File: src/hdl/u2dc_pkg.sv
// ----------------------------------------------------------------------------
// u2dc_pkg
// Types, character codes and the Latin letter table for the UTF-8 to
// display-capitals converter.
// ----------------------------------------------------------------------------
package u2dc_pkg;

    localparam int RAW_LIMIT_DEF = 63;

    localparam logic [6:0] CH_NUL    = 7'h00;
    localparam logic [6:0] CH_SPACE  = 7'h20;
    localparam logic [6:0] CH_APOS   = 7'h27;
    localparam logic [6:0] CH_HYPHEN = 7'h2D;
    localparam logic [6:0] CH_PERIOD = 7'h2E;
    localparam logic [6:0] CH_A      = 7'h41;
    localparam logic [6:0] CH_E      = 7'h45;
    localparam logic [6:0] CH_H      = 7'h48;
    localparam logic [6:0] CH_I      = 7'h49;
    localparam logic [6:0] CH_J      = 7'h4A;
    localparam logic [6:0] CH_O      = 7'h4F;
    localparam logic [6:0] CH_S      = 7'h53;
    localparam logic [6:0] CH_T      = 7'h54;

    localparam logic [10:0] CP_LATIN_LO = 11'h0C0;
    localparam logic [10:0] CP_LATIN_HI = 11'h17F;

    localparam int LATIN_N = 192;

    // Base capitals for U+00C0..U+017F, first entry in the top byte.
    localparam logic [8*LATIN_N-1:0] LATIN_CAPS = {
        "AAAAAA CEEEEIIII", "DNOOOOO OUUUUY  ",
        "AAAAAA CEEEEIIII", "DNOOOOO OUUUUY Y",
        "AAAAAACCCCCCCCDD", "DDEEEEEEEEEEGGGG",
        "GGGGHHHHIIIIIIII", "II  JJKKKLLLLLLL",
        "LLLNNNNNNNNNOOOO", "OO  RRRRRRSSSSSS",
        "SSTTTTTTUUUUUUUU", "UUUUWWYYYZZZZZZS"
    };

    typedef struct packed {
        logic [1:0] n;
        logic [6:0] c0;
        logic [6:0] c1;
    } prod_t;

    typedef struct packed {
        logic [6:0] ch;
        logic       last;
    } res_t;

    function automatic prod_t translit(input logic [10:0] cp);
        prod_t      p;
        logic [7:0] idx;
        int         pos;
        p   = '{n: 2'd1, c0: CH_SPACE, c1: CH_SPACE};
        idx = 8'(cp - CP_LATIN_LO);
        pos = 8 * (LATIN_N - 1 - int'(idx));
        if (cp == 11'h0C6 || cp == 11'h0E6) begin
            p = '{n: 2'd2, c0: CH_A, c1: CH_E};
        end else if (cp == 11'h0DE || cp == 11'h0FE) begin
            p = '{n: 2'd2, c0: CH_T, c1: CH_H};
        end else if (cp == 11'h0DF) begin
            p = '{n: 2'd2, c0: CH_S, c1: CH_S};
        end else if (cp == 11'h132 || cp == 11'h133) begin
            p = '{n: 2'd2, c0: CH_I, c1: CH_J};
        end else if (cp == 11'h152 || cp == 11'h153) begin
            p = '{n: 2'd2, c0: CH_O, c1: CH_E};
        end else if (cp >= 11'h061 && cp <= 11'h07A) begin
            p.c0 = 7'(cp - 11'd32);
        end else if ((cp >= 11'h041 && cp <= 11'h05A) || (cp >= 11'h030 && cp <= 11'h039)
                     || cp == 11'(CH_PERIOD) || cp == 11'(CH_HYPHEN)
                     || cp == 11'(CH_APOS)) begin
            p.c0 = cp[6:0];
        end else if (cp >= CP_LATIN_LO && cp <= CP_LATIN_HI) begin
            p.c0 = LATIN_CAPS[pos +: 7];
        end
        return p;
    endfunction

endpackage

File: src/hdl/utf8_to_display_capitals_top.sv
// Results are registered: a byte's results are offered from the cycle after it is taken.
// Throughput: one byte per cycle while each byte gives at most one result and m_ready is high;
// a byte that gives two or three results holds the input while the three-entry result register
// drains, one item per cycle while m_ready is high, until its last item is taken.
// Reset: synchronous active-low aresetn clears decode state and drops results.
// ----------------------------------------------------------------------------
// utf8_to_display_capitals_top
// Streaming UTF-8 to display-capitals converter with space collapsing,
// trimming and a limit on produced characters.
// ----------------------------------------------------------------------------
module utf8_to_display_capitals_top #(
    parameter int RAW_LIMIT = u2dc_pkg::RAW_LIMIT_DEF
) (
    input  logic       aclk,
    input  logic       aresetn,
    input  logic       s_valid,
    output logic       s_ready,
    input  logic [7:0] s_in_byte,
    output logic       m_valid,
    input  logic       m_ready,
    output logic [6:0] m_out_char,
    output logic       m_last
);
    import u2dc_pkg::*;

    localparam int RC_W = $clog2(RAW_LIMIT + 1);
    localparam logic [RC_W-1:0] RAW_MAX = RC_W'(RAW_LIMIT);

    typedef enum logic [1:0] {
        MODE_IDLE,
        MODE_LEAD,
        MODE_SKIP
    } mode_t;

    mode_t           mode_reg, mode_next;
    logic [4:0]      lead_reg, lead_next;
    logic            sp_reg, sp_next;
    logic            ea_reg, ea_next;
    logic [RC_W-1:0] rc_reg, rc_next;
    res_t            buf_reg [3];
    res_t            buf_next [3];
    logic [1:0]      cnt_reg, cnt_next;
    logic [1:0]      rd_reg;

    logic            s_acc, m_acc, cont;
    logic            idle_term, term;
    prod_t           idle_prod;
    mode_t           idle_mode;
    logic [4:0]      idle_lead;
    logic [6:0]      plist [3];
    logic [1:0]      pn;
    logic [6:0]      ch;

    assign s_acc      = s_valid && s_ready;
    assign m_acc      = m_valid && m_ready;
    assign s_ready    = (cnt_reg == 2'd0) || (cnt_reg == 2'd1 && m_ready);
    assign m_valid    = (cnt_reg != 2'd0);
    assign m_out_char = buf_reg[rd_reg].ch;
    assign m_last     = buf_reg[rd_reg].last;
    assign cont       = (s_in_byte[7:6] == 2'b10);

    always_comb begin
        idle_term = 1'b0;
        idle_prod = '{n: 2'd0, c0: CH_SPACE, c1: CH_SPACE};
        idle_mode = MODE_IDLE;
        idle_lead = 5'd0;
        if (s_in_byte == 8'd0) begin
            idle_term = 1'b1;
        end else if (!s_in_byte[7]) begin
            idle_prod = translit({4'd0, s_in_byte[6:0]});
        end else if (s_in_byte[7:5] == 3'b110) begin
            idle_mode = MODE_LEAD;
            idle_lead = s_in_byte[4:0];
        end else begin
            idle_prod.n = 2'd1;
            idle_mode   = MODE_SKIP;
        end
    end

    always_comb begin
        mode_next = idle_mode;
        lead_next = idle_lead;
        term      = idle_term;
        pn        = idle_prod.n;
        plist[0]  = idle_prod.c0;
        plist[1]  = idle_prod.c1;
        plist[2]  = CH_SPACE;
        unique case (mode_reg)
            MODE_LEAD: begin
                if (cont) begin
                    {pn, plist[0], plist[1]} = translit({lead_reg, s_in_byte[5:0]});
                    mode_next = MODE_IDLE;
                    lead_next = 5'd0;
                    term      = 1'b0;
                end else begin
                    pn       = idle_prod.n + 2'd1;
                    plist[0] = CH_SPACE;
                    plist[1] = idle_prod.c0;
                    plist[2] = idle_prod.c1;
                end
            end
            MODE_SKIP: begin
                if (cont) begin
                    pn        = 2'd0;
                    term      = 1'b0;
                    mode_next = MODE_SKIP;
                    lead_next = lead_reg;
                end
            end
            default: begin end
        endcase
    end

    always_comb begin
        sp_next  = sp_reg;
        ea_next  = ea_reg;
        rc_next  = rc_reg;
        cnt_next = 2'd0;
        ch       = CH_SPACE;
        for (int k = 0; k < 3; k++) begin
            buf_next[k] = '{ch: CH_NUL, last: 1'b0};
        end
        for (int i = 0; i < 3; i++) begin
            ch = plist[i];
            if (i < int'(pn) && rc_next < RAW_MAX) begin
                rc_next = rc_next + RC_W'(1);
                if (ch == CH_SPACE) begin
                    if (ea_next) begin
                        sp_next = 1'b1;
                    end
                end else begin
                    if (sp_next) begin
                        if (cnt_next != 2'd3) begin
                            buf_next[cnt_next] = '{ch: CH_SPACE, last: 1'b0};
                            cnt_next = cnt_next + 2'd1;
                        end
                        sp_next = 1'b0;
                    end
                    if (cnt_next != 2'd3) begin
                        buf_next[cnt_next] = '{ch: ch, last: 1'b0};
                        cnt_next = cnt_next + 2'd1;
                    end
                    ea_next = 1'b1;
                end
            end
        end
        if (term) begin
            if (cnt_next != 2'd3) begin
                buf_next[cnt_next] = '{ch: CH_NUL, last: 1'b1};
                cnt_next = cnt_next + 2'd1;
            end
            sp_next = 1'b0;
            ea_next = 1'b0;
            rc_next = '0;
        end
    end

    always_ff @(posedge aclk) begin
        if (!aresetn) begin
            mode_reg <= MODE_IDLE;
            lead_reg <= 5'd0;
            sp_reg   <= 1'b0;
            ea_reg   <= 1'b0;
            rc_reg   <= '0;
            cnt_reg  <= 2'd0;
            rd_reg   <= 2'd0;
        end else if (s_acc) begin
            mode_reg <= term ? MODE_IDLE : mode_next;
            lead_reg <= term ? 5'd0 : lead_next;
            sp_reg   <= sp_next;
            ea_reg   <= ea_next;
            rc_reg   <= rc_next;
            cnt_reg  <= cnt_next;
            rd_reg   <= 2'd0;
        end else if (m_acc) begin
            cnt_reg  <= cnt_reg - 2'd1;
            rd_reg   <= (cnt_reg == 2'd1) ? 2'd0 : rd_reg + 2'd1;
        end
    end

    always_ff @(posedge aclk) begin
        if (s_acc) begin
            for (int k = 0; k < 3; k++) begin
                buf_reg[k] <= buf_next[k];
            end
        end
    end

endmodule

File: config.mk
export PLATFORM = sky130hd
export DESIGN_NAME = utf8_to_display_capitals_top
export DESIGN_NICKNAME = d
export VERILOG_FILES = /design/src/hdl/u2dc_pkg.sv /design/src/hdl/utf8_to_display_capitals_top.sv
export SDC_FILE = /design/constraint.sdc
export NUM_CORES = 1
export LEC_CHECK = 0
export CORE_UTILIZATION = 61
export CTS_BUF_LIST = sky130_fd_sc_hd__clkbuf_8
export DETAILED_ROUTE_END_ITERATION = 7
export DONT_BUFFER_PORTS = 1
export PLACE_DENSITY = 0.77
export SLEW_MARGIN = 30
export SYNTH_ARGS = -nofsm -noshare
export SYNTH_HDL_FRONTEND = slang
export SYNTH_SLANG_ARGS = --single-unit
File: constraint.sdc
create_clock -name aclk -period 5.7 [get_ports aclk]
set_clock_uncertainty 0.05 [all_clocks]
set_input_delay 0.57 -clock aclk [delete_from_list [all_inputs] [get_ports aclk]]
set_output_delay 0.57 -clock aclk [all_outputs]
set_load 0.005 [all_outputs]
==> flow_summary.yaml <==
status:
  status: "finished clean"
global_routing:
  grt_overflow_total: 0
  use_met3_pct: 6.73
  grt_pass1_wl_um: 21700
  antenna_found_initial: 0
  grt_use_met1_pct: 43.5
  grt_max_degree: 39
  first_global_vias: 4442
  grtUsageMet2_pct: 52.5
  track_usage_pct: 32.7
  top_usage_layer: "met2"
die:
  die_w_um: 90.4
  initial_utilization_pct: 64.3
  core.rowCount: 31
  coreArea_um2: 7410
  dieArea_um2: 8170
  die_y_um: 90.4
  pin_count: 22
synthesis:
  synth_most_common_cell: "nand2_1"
  synth_top_area_share_pct: 15.1
  ys_top_cells_by_count: "nand2_1 (65), nor2_1 (42), o21ai_0 (41)"
  synth-edff-count: 24
  postSynth.asyncResetShare_pct: 0
  netlist_area_um2: 4760
  synth-seq-cells: 45
  synth_top_area_cell: "edfxtp_1"
  synth.area.top_cells: "edfxtp_1 (15%), dfxtp_1 (8.8%), nand2_1 (5.1%), ha_1 (4.5%), o21ai_0 (4.3%)"
  yosys_warnings: 0
  yosys.area_share.simple_pct: 28.3
  yosys.area_share.xor_xnor_pct: 1.84
  synth_compound_area_share_pct: 31.9
  ys.flop_type: "edfxtp_1"
  netlist_instances: 610
  synth_seq_area_share_pct: 23.9
  synthMuxAreaShare_pct: 3.05
  synth_top_family_by_area: "compound AO/OA/AOI/OAI gates"
  syn_avg_cell_area_um2: 7.81
  yosysUniqueCellTypes: 90
  synthAdderAreaFrac_pct: 4.46
pwr:
  vdd_drop_max_mv: 0.111
  p_leak_nw: 1.63
  total_power_mw: 1.04
  power.density_nw_per_um2: 215
finish:
  nets: 613
  regArea_um2: 1140
  multi_input_area_um2: 3330
  diodes: 0
  area_growth_pct: 1.47
  fill_cells: 663
  layout-drive-gt1-share_pct: 8.38
  largest_reg_flops: 24
cts:
  cts_resized: 0
  clk_pin_slew_ns: 0.10
  clock_latency_ns: 0.31
  hold_buffers: 0
  cts_sinks: 45
  clk_path_buf_depth: 2
  postCtsSetupBuffers: 0
  cts-root-buf: "clkbuf_8"
  cts_tree: "built"
  numCtsBuffers: 5
  htreeDepth: 2
run:
  timing.max_cap.violations: 0
routing:
  wl_um: 13600
  vias_per_cell: 7.22
  drc: 0
  vias: 4938
  wire_per_inst_um: 19.9
  drt_pass1_iterations: 6
  drt_iter0_drc: 528
  ant_nets: 0
worst_setup_path:
  cp_max_fo: 14
  crit_chain: "buf_4 -> ha_1 -> nor2b_1 -> o211ai_1 -> o21a_1 -> a2111oi_4 -> xnor2_1 -> ha_1 -> inv_1 -> nor4_4 -> nor2_1 -> o21ai_4 -> nor2_1 -> a31oi_1 -> ha_1 -> o211a_1 -> o211ai_2 -> nand2_4 -> a211oi_1 -> a211o_1"
  critical_path_arrival_ns: 5.13
  critical_path.top_delay_family: "compound AO/OA/AOI/OAI gates"
  cpMaxStageDelayCell: "a2111oi_4"
  r2r_slack_ns: 0.74
  required_ns: 5.86
  crit_buf_inv: 2
  critPathLaunchType: "register"
  crit_type: "reg2reg"
  cpPeakStageDelay_ns: 0.47
  crit_path_frequent_cell: "ha_1"
  end_kind: "register"
placement:
  dp_hpwl_um: 9920
  portBuffers: 0
  post-place-ws_ns: 0.861
  routabilityCongestion: 0.988
timing:
  fin_tns_setup_ns: 0
  setup_viol: 0
  drv_slew: 0
  tightest_slew_ns: 0.852
  hold_viol: 0
  slew_headroom_pct: 43.2
  min_period_ns: 4.96
  setup_ws_ns: 0.735
  fmax_mhz: 201
  rsz0062_at_grt: "false"
  min_period_over_period_pct: 87.1
worst_hold_path:
  holdCritPathClass: "in2reg"
==> layer usage <==
layer / share of wire, % / wire, um
met5: 0 / 0
met4: 2.7 / 366
met3: 11 / 1470
met2: 45 / 6090
met1: 42 / 5700
==> cell families after synthesis <==
family	count (synthesis)
AO/OA/AOI/OAI	202
XOR/XNOR	10
adder cells (fa/ha/maj)	17
buffers and inverters	69
flip-flops	45
multiplexers	14
other	1
AND/OR/NAND/NOR	252
==> final cells by class <==
type	count	share of cell area (%)
multi-input cells	498	68.8
flip-flops and latches	45	23.6
well taps	99	2.56
inverters	28	2.17
clock buffers	5	1.42
repair buffers	6	0.932
clock inverters	3	0.518
==> layout by cell type, fill, tap and decap left out, types with 6 or more instances in the layout <==
cell type and n:
nand2b_1 8, a21o_1 6, o22ai_1 19, edfxtp_1 24
dfxtp_1 21, o21ai_0 41, mux2i_1 12, a31oi_1 6
nor3_1 16, o211ai_1 6, a21oi_1 24, a211oi_1 12
and3_1 12, ha_1 17, o221ai_1 9, nor2_1 42
buf_4 6, nand2_1 65, a21boi_0 10, and2_1 11
inv_1 28, nand3_1 34, nand4_1 12, nor2b_1 10
==> worst reg2reg max path, delay by kind of cell (launching register included) <==
family | cells | cell delay (ns)
flops | 1 | 0.45
compound gates | 9 | 2.22
buf+inv | 2 | 0.34
simple gates | 5 | 0.86
xor+xnor | 1 | 0.22
fa+ha+maj | 3 | 0.74
==> worst paths after layout <==
path,end,startpoint,cells after the start
max,sp_reg,lead_reg[0],20
max reg2reg,sp_reg,lead_reg[0],20
min reg2reg,mode_reg[1],mode_reg[1],2
min,mode_reg[1],aresetn,1
==> report_power, final <==
part | switching (mW) | total, mW | internal (mW) | leakage [nW]
registers | 0.0308 | 0.434 | 0.403 | 0.409
clock network | 0.127 | 0.216 | 0.0887 | 0.0447
logic | 0.251 | 0.390 | 0.139 | 1.18
total | 0.409 | 1.04 | 0.631 | 1.63
==> through the flow <==
stage          area (um2)  util [%]  instances  hold slack (ns)
2_1_floorplan        4770         -        612            0.408
3_3_place_gp         4740      63.9        676            0.422
3_5_place_dp         4740      63.9        676            0.433
4_1_cts              4830      65.2        684            0.346
5_1_grt              4830      65.3        684            0.342
6_report             4830      65.3        684            0.349
(Power assumes the default switching activity.)
